==> src/design/sprite_blit_led_matrix_macros.svh <==
// Assertion macros shared by the sprite blitter modules.
`ifndef SPRITE_BLIT_LED_MATRIX_MACROS_SVH
`define SPRITE_BLIT_LED_MATRIX_MACROS_SVH

// Same-cycle implication, held off while reset is asserted.
`define SBL_ASSERT_NOW(label, clk_i, rst_ni, ante, cons) \
    label: assert property (@(posedge clk_i) disable iff (!rst_ni) (ante) |-> (cons)) \
        else $error("sprite blitter assertion failed");

// Next-cycle implication, held off while reset is asserted.
`define SBL_ASSERT_NEXT(label, clk_i, rst_ni, ante, cons) \
    label: assert property (@(posedge clk_i) disable iff (!rst_ni) (ante) |=> (cons)) \
        else $error("sprite blitter assertion failed");

`endif

==> src/design/sbl_pkg.sv <==
// Shared constants and types of the sprite blitter.
package sbl_pkg;

    localparam int SCREEN_COLUMNS = 16;
    localparam int SCREEN_ROWS    = 8;
    localparam int LED_COUNT      = SCREEN_COLUMNS * SCREEN_ROWS;

    localparam int LED_W   = 7;
    localparam int X_W     = $clog2(SCREEN_COLUMNS);
    localparam int Y_W     = $clog2(SCREEN_ROWS);
    localparam int CODE_W  = 3;
    localparam int COLOR_W = 24;
    localparam int ANCHOR_W = 6;
    localparam int SIZE_W  = 5;
    localparam int CNT_W   = 4;
    localparam int COORD_W = 8;
    localparam int MAX_SIZE = 16;

    localparam int PAL_N     = 8;
    localparam int PAL_REGS  = 7;
    localparam int CFG_IDX_W = 3;

    localparam logic [CODE_W-1:0]    CODE_BLACK        = 3'd7;
    localparam logic [CODE_W-1:0]    TRANSPARENT_RESET = 3'd7;
    localparam logic [CFG_IDX_W-1:0] REG_TRANSPARENT   = 3'd0;
    localparam logic [CFG_IDX_W-1:0] REG_PALETTE_0     = 3'd1;

    localparam int FIFO_DEPTH = 4;
    localparam int FIFO_PTR_W = $clog2(FIFO_DEPTH);
    localparam int FIFO_CNT_W = FIFO_PTR_W + 1;

    typedef logic [PAL_N-1:0][COLOR_W-1:0] palette_t;

    // One drawable pixel on its way from the front to the back.
    typedef struct packed {
        logic [CODE_W-1:0]  code;
        logic [X_W-1:0]     x;
        logic [Y_W-1:0]     y;
        logic               ovr_en;
        logic [COLOR_W-1:0] ovr_color;
    } pix_t;

    typedef struct packed {
        logic empty;
        logic full;
    } q_stat_t;

endpackage

==> src/design/sprite_blit_led_matrix.sv <==
// Top level of the sprite blitter for the 16x8 LED matrix.
//
//   channel  | direction | handshake            | payload
//   ---------+-----------+----------------------+------------------------------------------
//   pixels   | in        | push / full          | pixel_code, first_pixel, anchor_x/y,
//            |           |                      | sprite_width/height, mirror,
//            |           |                      | use_override, override_color
//   LEDs     | out       | pop / empty          | led_index, led_color
//   config   | in        | cfg_we (no wait)     | cfg_index, cfg_data
//
// One pixel is taken per cycle whenever full is low; the queue and the
// result register let a new pixel enter while an older result waits.
// A drawable pixel is written into the queue at its transfer and moves on into
// the result register once that register is free or being taken, where it
// waits until it is taken; dropped pixels leave no trace.
// full rises only when the four-entry queue and the result register are
// all occupied, i.e. when the consumer holds pop low while pixels keep arriving.
// Reset (rst_n low, asynchronous) clears the counters, sets a 1x1 sprite at
// 0,0, transparent code 7 and an all-black palette.
module sprite_blit_led_matrix
    import sbl_pkg::*;
(
    input  logic                        clk,
    input  logic                        rst_n,
    // pixel input
    input  logic                        push,
    output logic                        full,
    input  logic [CODE_W-1:0]           pixel_code,
    input  logic                        first_pixel,
    input  logic signed [ANCHOR_W-1:0]  anchor_x,
    input  logic signed [ANCHOR_W-1:0]  anchor_y,
    input  logic [SIZE_W-1:0]           sprite_width,
    input  logic [SIZE_W-1:0]           sprite_height,
    input  logic                        mirror,
    input  logic                        use_override,
    input  logic [COLOR_W-1:0]          override_color,
    // LED output
    output logic                        empty,
    input  logic                        pop,
    output logic [LED_W-1:0]            led_index,
    output logic [COLOR_W-1:0]          led_color,
    // configuration writes
    input  logic                        cfg_we,
    input  logic [CFG_IDX_W-1:0]        cfg_index,
    input  logic [COLOR_W-1:0]          cfg_data
);

    logic [CODE_W-1:0]  transparent_code_reg;
    logic [COLOR_W-1:0] palette_reg [PAL_REGS];
    palette_t           palette;

    q_stat_t q_stat;
    logic    q_push, q_pop;
    pix_t    q_wdata, q_rdata;

    // Register 0 is the transparent code, registers 1..7 the palette.
    always_ff @(posedge clk or negedge rst_n)
    begin
        if (!rst_n)
        begin
            transparent_code_reg <= TRANSPARENT_RESET;
            for (int i = 0; i < PAL_REGS; i++)
                palette_reg[i] <= '0;
        end
        else if (cfg_we)
        begin
            if (cfg_index == REG_TRANSPARENT)
                transparent_code_reg <= cfg_data[CODE_W-1:0];
            for (int i = 0; i < PAL_REGS; i++)
                if (cfg_index == CFG_IDX_W'(REG_PALETTE_0 + CFG_IDX_W'(i)))
                    palette_reg[i] <= cfg_data;
        end
    end

    // Code 7 has no register: it always draws black.
    always_comb
    begin
        for (int i = 0; i < PAL_REGS; i++)
            palette[i] = palette_reg[i];
        palette[CODE_BLACK] = '0;
    end

    assign full = q_stat.full;

    sbl_front u_front
    (
        .clk              (clk),
        .rst_n            (rst_n),
        .push             (push),
        .pixel_code       (pixel_code),
        .first_pixel      (first_pixel),
        .anchor_x         (anchor_x),
        .anchor_y         (anchor_y),
        .sprite_width     (sprite_width),
        .sprite_height    (sprite_height),
        .mirror           (mirror),
        .use_override     (use_override),
        .override_color   (override_color),
        .transparent_code (transparent_code_reg),
        .q_stat           (q_stat),
        .q_push           (q_push),
        .q_data           (q_wdata)
    );

    sbl_fifo u_fifo
    (
        .clk   (clk),
        .rst_n (rst_n),
        .push  (q_push),
        .wdata (q_wdata),
        .pop   (q_pop),
        .rdata (q_rdata),
        .stat  (q_stat)
    );

    sbl_back u_back
    (
        .clk       (clk),
        .rst_n     (rst_n),
        .q_stat    (q_stat),
        .q_data    (q_rdata),
        .q_pop     (q_pop),
        .palette   (palette),
        .pop       (pop),
        .empty     (empty),
        .led_index (led_index),
        .led_color (led_color)
    );

endmodule

==> src/design/sbl_front.sv <==
// Front end: geometry latch, stored-order counters and pixel classification.
module sbl_front
    import sbl_pkg::*;
(
    input  logic                       clk,
    input  logic                       rst_n,
    input  logic                       push,
    input  logic [CODE_W-1:0]          pixel_code,
    input  logic                       first_pixel,
    input  logic signed [ANCHOR_W-1:0] anchor_x,
    input  logic signed [ANCHOR_W-1:0] anchor_y,
    input  logic [SIZE_W-1:0]          sprite_width,
    input  logic [SIZE_W-1:0]          sprite_height,
    input  logic                       mirror,
    input  logic                       use_override,
    input  logic [COLOR_W-1:0]         override_color,
    input  logic [CODE_W-1:0]          transparent_code,
    input  q_stat_t                    q_stat,
    output logic                       q_push,
    output pix_t                       q_data
);

    localparam logic signed [COORD_W-1:0] X_LIM = COORD_W'(SCREEN_COLUMNS);
    localparam logic signed [COORD_W-1:0] Y_LIM = COORD_W'(SCREEN_ROWS);

    function automatic logic [SIZE_W-1:0] clamp_size(input logic [SIZE_W-1:0] v);
        logic [SIZE_W-1:0] r;
        r = v;
        if (v == '0)
            r = SIZE_W'(1);
        else if (v > SIZE_W'(MAX_SIZE))
            r = SIZE_W'(MAX_SIZE);
        return r;
    endfunction

    logic [CNT_W-1:0]    column_count_reg, column_count_next;
    logic [CNT_W-1:0]    row_count_reg, row_count_next;
    logic [ANCHOR_W-1:0] held_anchor_x_reg, held_anchor_y_reg;
    logic [SIZE_W-1:0]   held_width_reg, held_height_reg;
    logic [1:0]          held_mode_reg;
    logic [COLOR_W-1:0]  held_override_color_reg;

    logic                       accept;
    logic [CNT_W-1:0]           col, row;
    logic [ANCHOR_W-1:0]        ax_eff, ay_eff;
    logic [SIZE_W-1:0]          w_eff, h_eff;
    logic [1:0]                 mode_eff;
    logic [COLOR_W-1:0]         ovr_eff;
    logic signed [COORD_W-1:0]  ax_s, ay_s, w_s, h_s, col_s, row_s, x_s, y_s;
    logic                       on_screen;

    assign accept = push && !q_stat.full;

    // A first pixel uses its own geometry in the same cycle it is latched.
    always_comb
    begin
        if (first_pixel)
        begin
            ax_eff   = anchor_x;
            ay_eff   = anchor_y;
            w_eff    = clamp_size(sprite_width);
            h_eff    = clamp_size(sprite_height);
            mode_eff = {use_override, mirror};
            ovr_eff  = override_color;
            col      = '0;
            row      = '0;
        end
        else
        begin
            ax_eff   = held_anchor_x_reg;
            ay_eff   = held_anchor_y_reg;
            w_eff    = held_width_reg;
            h_eff    = held_height_reg;
            mode_eff = held_mode_reg;
            ovr_eff  = held_override_color_reg;
            col      = column_count_reg;
            row      = row_count_reg;
        end
    end

    always_comb
    begin
        ax_s  = COORD_W'($signed(ax_eff));
        ay_s  = COORD_W'($signed(ay_eff));
        w_s   = COORD_W'(w_eff);
        h_s   = COORD_W'(h_eff);
        col_s = COORD_W'(col);
        row_s = COORD_W'(row);
        if (mode_eff[0])
            x_s = ax_s - col_s;
        else
            x_s = ax_s - w_s + COORD_W'(1) + col_s;
        y_s = ay_s + h_s - COORD_W'(1) - row_s;
        on_screen = (x_s >= 0) && (x_s < X_LIM) && (y_s >= 0) && (y_s < Y_LIM);
    end

    // Advance in stored order, wrapping to the top-left after the last pixel.
    always_comb
    begin
        column_count_next = column_count_reg;
        row_count_next    = row_count_reg;
        if (accept)
        begin
            if (({1'b0, col} + SIZE_W'(1)) >= w_eff)
            begin
                column_count_next = '0;
                if (({1'b0, row} + SIZE_W'(1)) >= h_eff)
                    row_count_next = '0;
                else
                    row_count_next = row + CNT_W'(1);
            end
            else
            begin
                column_count_next = col + CNT_W'(1);
                row_count_next    = row;
            end
        end
    end

    always_ff @(posedge clk or negedge rst_n)
    begin
        if (!rst_n)
        begin
            column_count_reg        <= '0;
            row_count_reg           <= '0;
            held_anchor_x_reg       <= '0;
            held_anchor_y_reg       <= '0;
            held_width_reg          <= SIZE_W'(1);
            held_height_reg         <= SIZE_W'(1);
            held_mode_reg           <= '0;
            held_override_color_reg <= '0;
        end
        else
        begin
            column_count_reg <= column_count_next;
            row_count_reg    <= row_count_next;
            if (accept && first_pixel)
            begin
                held_anchor_x_reg       <= ax_eff;
                held_anchor_y_reg       <= ay_eff;
                held_width_reg          <= w_eff;
                held_height_reg         <= h_eff;
                held_mode_reg           <= mode_eff;
                held_override_color_reg <= ovr_eff;
            end
        end
    end

    // Drop transparent and off-screen pixels here; only drawable ones queue.
    assign q_push           = accept && on_screen && (pixel_code != transparent_code);
    assign q_data.code      = pixel_code;
    assign q_data.x         = x_s[X_W-1:0];
    assign q_data.y         = y_s[Y_W-1:0];
    assign q_data.ovr_en    = mode_eff[1];
    assign q_data.ovr_color = ovr_eff;

endmodule

==> src/design/sbl_fifo.sv <==
// Short pixel queue between the front end and the back end.
`include "sprite_blit_led_matrix_macros.svh"

module sbl_fifo
    import sbl_pkg::*;
(
    input  logic    clk,
    input  logic    rst_n,
    input  logic    push,
    input  pix_t    wdata,
    input  logic    pop,
    output pix_t    rdata,
    output q_stat_t stat
);

    pix_t                  mem_reg [FIFO_DEPTH];
    logic [FIFO_PTR_W-1:0] wr_ptr_reg, rd_ptr_reg;
    logic [FIFO_CNT_W-1:0] count_reg, count_next;
    logic                  do_push, do_pop;

    assign stat.empty = (count_reg == '0);
    assign stat.full  = (count_reg == FIFO_CNT_W'(FIFO_DEPTH));
    assign do_push    = push && !stat.full;
    assign do_pop     = pop && !stat.empty;
    assign rdata      = mem_reg[rd_ptr_reg];

    always_comb
    begin
        count_next = count_reg;
        if (do_push && !do_pop)
            count_next = count_reg + FIFO_CNT_W'(1);
        else if (do_pop && !do_push)
            count_next = count_reg - FIFO_CNT_W'(1);
    end

    always_ff @(posedge clk or negedge rst_n)
    begin
        if (!rst_n)
        begin
            wr_ptr_reg <= '0;
            rd_ptr_reg <= '0;
            count_reg  <= '0;
        end
        else
        begin
            count_reg <= count_next;
            if (do_push)
                wr_ptr_reg <= wr_ptr_reg + FIFO_PTR_W'(1);
            if (do_pop)
                rd_ptr_reg <= rd_ptr_reg + FIFO_PTR_W'(1);
        end
    end

    always_ff @(posedge clk)
    begin
        if (do_push)
            mem_reg[wr_ptr_reg] <= wdata;
    end

    `SBL_ASSERT_NOW(a_count_bound, clk, rst_n, 1'b1, count_reg <= FIFO_CNT_W'(FIFO_DEPTH))
    `SBL_ASSERT_NEXT(a_pop_only, clk, rst_n, do_pop && !do_push, count_reg == $past(count_reg) - FIFO_CNT_W'(1))
    `SBL_ASSERT_NEXT(a_push_only, clk, rst_n, do_push && !do_pop, count_reg == $past(count_reg) + FIFO_CNT_W'(1))

endmodule

==> src/design/sbl_back.sv <==
// Back end: LED index, palette or override color, and the result register.
`include "sprite_blit_led_matrix_macros.svh"

module sbl_back
    import sbl_pkg::*;
(
    input  logic               clk,
    input  logic               rst_n,
    input  q_stat_t            q_stat,
    input  pix_t               q_data,
    output logic               q_pop,
    input  palette_t           palette,
    input  logic               pop,
    output logic               empty,
    output logic [LED_W-1:0]   led_index,
    output logic [COLOR_W-1:0] led_color
);

    logic               valid_reg;
    logic [LED_W-1:0]   led_index_reg, led_index_next;
    logic [COLOR_W-1:0] led_color_reg, led_color_next;
    logic               load;

    // Refill the result register when it is free or being taken this cycle.
    assign load  = !q_stat.empty && (!valid_reg || pop);
    assign q_pop = load;

    always_comb
    begin
        led_index_next = LED_W'(LED_COUNT - 1)
                       - (LED_W'(q_data.x) * LED_W'(SCREEN_ROWS) + LED_W'(q_data.y));
        if (q_data.ovr_en)
            led_color_next = q_data.ovr_color;
        else
            led_color_next = palette[q_data.code];
    end

    always_ff @(posedge clk or negedge rst_n)
    begin
        if (!rst_n)
            valid_reg <= 1'b0;
        else if (load)
            valid_reg <= 1'b1;
        else if (pop)
            valid_reg <= 1'b0;
    end

    always_ff @(posedge clk)
    begin
        if (load)
        begin
            led_index_reg <= led_index_next;
            led_color_reg <= led_color_next;
        end
    end

    assign empty     = !valid_reg;
    assign led_index = led_index_reg;
    assign led_color = led_color_reg;

    `SBL_ASSERT_NEXT(a_load_fills, clk, rst_n, load, !empty)
    `SBL_ASSERT_NEXT(a_drain, clk, rst_n, pop && !empty && q_stat.empty, empty)

endmodule
==> config.mk <==
export PLATFORM = sky130hd
export DESIGN_NAME = sprite_blit_led_matrix
export DESIGN_NICKNAME = d
export VERILOG_FILES = /design/src/design/sbl_pkg.sv /design/src/design/sprite_blit_led_matrix.sv /design/src/design/sbl_front.sv /design/src/design/sbl_fifo.sv /design/src/design/sbl_back.sv
export VERILOG_INCLUDE_DIRS = /design/src /design/src/design
export SDC_FILE = /design/constraint.sdc
export NUM_CORES = 1
export LEC_CHECK = 0
export BUFFER_PORTS_ARGS = -buffer_cell sky130_fd_sc_hd__buf_4
export CAP_MARGIN = 20
export CORE_MARGIN = 2
export CORE_UTILIZATION = 50
export CTS_CLUSTER_SIZE = 40
export DETAILED_ROUTE_END_ITERATION = 6
export PLACE_DENSITY = 0.74
export RECOVER_POWER = 50
export REMOVE_ABC_BUFFERS = 1
export SLEW_MARGIN = 20
export SYNTH_ARGS = -nofsm -noshare
export SYNTH_HDL_FRONTEND = slang
export SYNTH_SLANG_ARGS = --single-unit
==> constraint.sdc <==
create_clock -name clk -period 12.45 [get_ports clk]
set_input_delay 1.245 -clock clk [delete_from_list [all_inputs] [get_ports clk]]
set_output_delay 1.245 -clock clk [all_outputs]
set_load 0.01 [all_outputs]
==> flow_metrics.py <==
metrics = {
    "timing": {
        "setup_viol": 0,
        "setup_tns_ns": 0,
        "finalCritPeriodShare": 0.6277,
        "final-hold-violation-count": 0,
        "tightest_slew_ns": 4.894,
        "slew_headroom": -2.263,
        "post-route-min-period_ns": 7.815,
        "slew_viol_final": 337,
        "rsz0062_at_grt": "no",
        "finalClockSkew_ns": 0.02396,
        "max_freq_mhz": 128.0,
    },
    "die": {
        "start_util": 0.5059,
        "die_y_um": 196.2,
        "num_io_pins": 117,
        "die-area_um2": 38510,
        "rows": 70,
        "die_w_um": 196.2,
        "coreArea_um2": 36520,
    },
    "critical_path": {
        "end_kind": "flop",
        "r2r_setup_slack_ns": 7.93,
        "crit_type": "primary input to flop",
        "worstPathArrival_ns": 8.28,
        "path_max_fanout": 68,
        "start_kind": "primary input",
        "cp_data_required_time_ns": 12.92,
    },
    "logic_synthesis": {
        "yosys_most_used_dff": "dfrtp_1",
        "synth-async-reset-ratio": 0.5788,
        "synth.largest_area_cell": "dfrtp_1",
        "yosysSeqAreaShare": 0.5965,
        "synthCells": 1214,
        "syn-cell-area_um2": 18480,
        "synth_area_leaders": "dfrtp_1 31%, edfxtp_1 28%, mux2_2 15%",
        "synth_cell_types": 52,
        "syn-mean-instance-area_um2": 15.22,
        "synth-seq-cells": 406,
        "yosysWarnings": 0,
        "ys_top_cells_by_count": "253 x mux2_2, 230 x dfrtp_1, 171 x edfxtp_1, 68 x nand2_1, 61 x mux2i_1",
        "synth_edf_count": 171,
        "synth_most_common_cell": "mux2_2",
        "synth_top_area_frac": 0.3115,
    },
    "power": {
        "powerDensity_nw_per_um2": 219.1,
        "vdd.ir_drop.worst_uv": 128.0,
        "power.leakage_nw": 8.644,
    },
    "cts": {
        "ctsHoldBuffers": 0,
        "root_buffer": "clkbuf_16",
        "clk_pin_slew_ns": 0.06,
        "cts_buffers": 43,
        "tritoncts": "done",
        "cts_sinks": 406,
        "post-cts-setup-buffer-count": 0,
        "clockBufferDepth": 3,
        "clkLatencyLatePin_ns": 0.55,
        "cts.htree.levels": 2,
        "post_cts_resized": 0,
    },
    "detailed_routing": {
        "ant_nets": 0,
        "drtIter0Drc": 597,
        "wirelength_mm": 38.14,
        "wl_per_cell_um": 20.75,
        "viasPerCell": 5.651,
        "drt_first_pass_iters": 5,
        "route.detailed.drc": 0,
        "via_count": 10390,
    },
    "global_routing": {
        "first_global_vias": 10810,
        "overflow": 0,
        "grt_max_degree": 88,
        "grt_first_pass_wirelength_mm": 60.86,
        "antenna_found_initial": 3,
        "track_usage": 0.2038,
    },
    "final_layout": {
        "finalInstanceArea_um2": 21300,
        "largest_reg_flops": 168,
        "drive_above_1_share": 0.3509,
        "nets": 1462,
        "area_growth_pct": 15.26,
    },
    "placement": {
        "portBuffers": 116,
        "hpwlAfterDp_mm": 23.71,
        "place_area_um2": 19880,
        "place_congestion": 0.7986,
    },
    "hold_path": {
        "hold_path_class": "flop to flop",
    },
    "job": {
        "maxCapViolations": 9,
    },
    "run_status": {
        "status": "finished, violations left",
        "failed_checks": "capacitance limit, slew limit",
    },
}
==> through the flow <==
| stage | hold WS [ns] | instances | worst slack (ns) | util | power [W] |
|---|---|---|---|---|---|
| after floorplan | 0.4606 | 1152 | 6.819 | - | 0.002902 |
| after global placement | 0.4794 | 1752 | 6.350 | 0.5429 | 0.003344 |
| after detailed placement | 0.4880 | 1754 | 6.218 | 0.5442 | 0.003391 |
| after CTS | 0.5020 | 1834 | 6.697 | 0.5851 | 0.004729 |
| after global routing | 0.5112 | 1836 | 3.986 | 0.5830 | 0.004925 |
| final | 0.4998 | 1838 | 4.635 | 0.5831 | 0.004665 |
==> critical path, cell delays in order <==
cell and delay (ns):
clkbuf_1 2.67, o21ai_0 0.62, ha_1 0.43, inv_1 0.08, fa_1 0.44, inv_1 0.08
ha_1 0.22, a21o_1 0.18, a21oi_1 0.24, xor2_1 0.19, o311ai_0 0.16, nor3_1 0.20
o221ai_2 0.31, inv_1 0.13, ha_1 0.18, inv_1 0.06, fa_1 0.37, xor2_1 0.17
nor2_1 0.12, xor2_1 0.15
==> placed cells by master (no fill, tap or decap), types with 6 or more instances in the layout <==
cell type / netlist / final
dfrtp_1: 230 / 229
mux2_2: 253 / 228
edfxtp_1: 171 / 171
buf_4: 2 / 103
nand2_1: 68 / 67
mux2i_1: 61 / 61
mux4_2: 59 / 59
inv_1: 44 / 44
clkbuf_16: 0 / 44
ha_1: 39 / 39
o21ai_1: 35 / 35
clkbuf_1: 31 / 34
o21ai_0: 31 / 31
mux2_1: 1 / 26
nor2_1: 23 / 19
a21oi_1: 17 / 16
xor2_1: 14 / 14
nor2b_1: 13 / 13
nand2b_1: 13 / 13
xnor2_1: 11 / 11
a21o_1: 10 / 10
clkbuf_8: 0 / 9
nor3_1: 7 / 7
clkinv_2: 0 / 7
fa_1: 6 / 6
==> final timing paths <==
path | startpoint | end | cells past startpoint
setup / recovery | first_pixel | u_fifo.count_reg[2]$_DFFE_PN0P_ | 20
hold / removal | u_front.held_mode_reg[1]$_DFFE_PN0P_ | u_front.held_mode_reg[1]$_DFFE_PN0P_ | 1
setup reg to reg | u_front.held_height_reg[0]$_DFFE_PN1P_ | u_fifo.count_reg[2]$_DFFE_PN0P_ | 20
hold reg to reg | u_front.held_mode_reg[1]$_DFFE_PN0P_ | u_front.held_mode_reg[1]$_DFFE_PN0P_ | 1
max in group asynchronous | rst_n | u_fifo.rd_ptr_reg[0]$_DFFE_PN0P_ | 3
min in group asynchronous | rst_n | palette[58]$_DFFE_PN0P_ | 1
==> cell families (layout without fill, tap and decap cells) <==
logic type                 after synthesis  after routing  synth area share
DFF                                    406            406            0.5965
other                                    0              2                 0
AOI/OAI and AO/OA                      116            116           0.03711
muxes                                  375            375            0.2605
buffers and inverters                  106            260           0.02499
adders and majority gates               46             46           0.03345
xor gates and xnor gates                25             25           0.01185
and+or+nand+nor                        140            140           0.03562
==> power breakdown <==
group          switching [W]  internal (W)  total, W
combinational       0.000761      0.000694   0.00145
clock               0.000522      0.000806   0.00133
sequential          0.000137       0.00175   0.00188
total                0.00142       0.00325   0.00467
==> area by class of cell <==
type / instances / area (um^2)
inverters: 44 / 165.2
repair buffers: 136 / 972.2
multi-input cells: 702 / 7051
clock buffers: 58 / 1244
well taps: 468 / 585.6
diodes: 2 / 5.005
clock inverters: 22 / 251.5
flip-flops and latches: 406 / 11020
fillers: 2852 / 15230
==> layer usage <==
metal,global-route usage,wire length (um),up-vias,part of all wire
met5,0,16,-,0.00042
met3,0.03679,1772,53,0.046
met1,0.2837,17010,5364,0.45
met4,0.04686,582,2,0.015
met2,0.3370,18760,214,0.49
li1,-,-,4754,-
(Power assumes the default switching activity.)
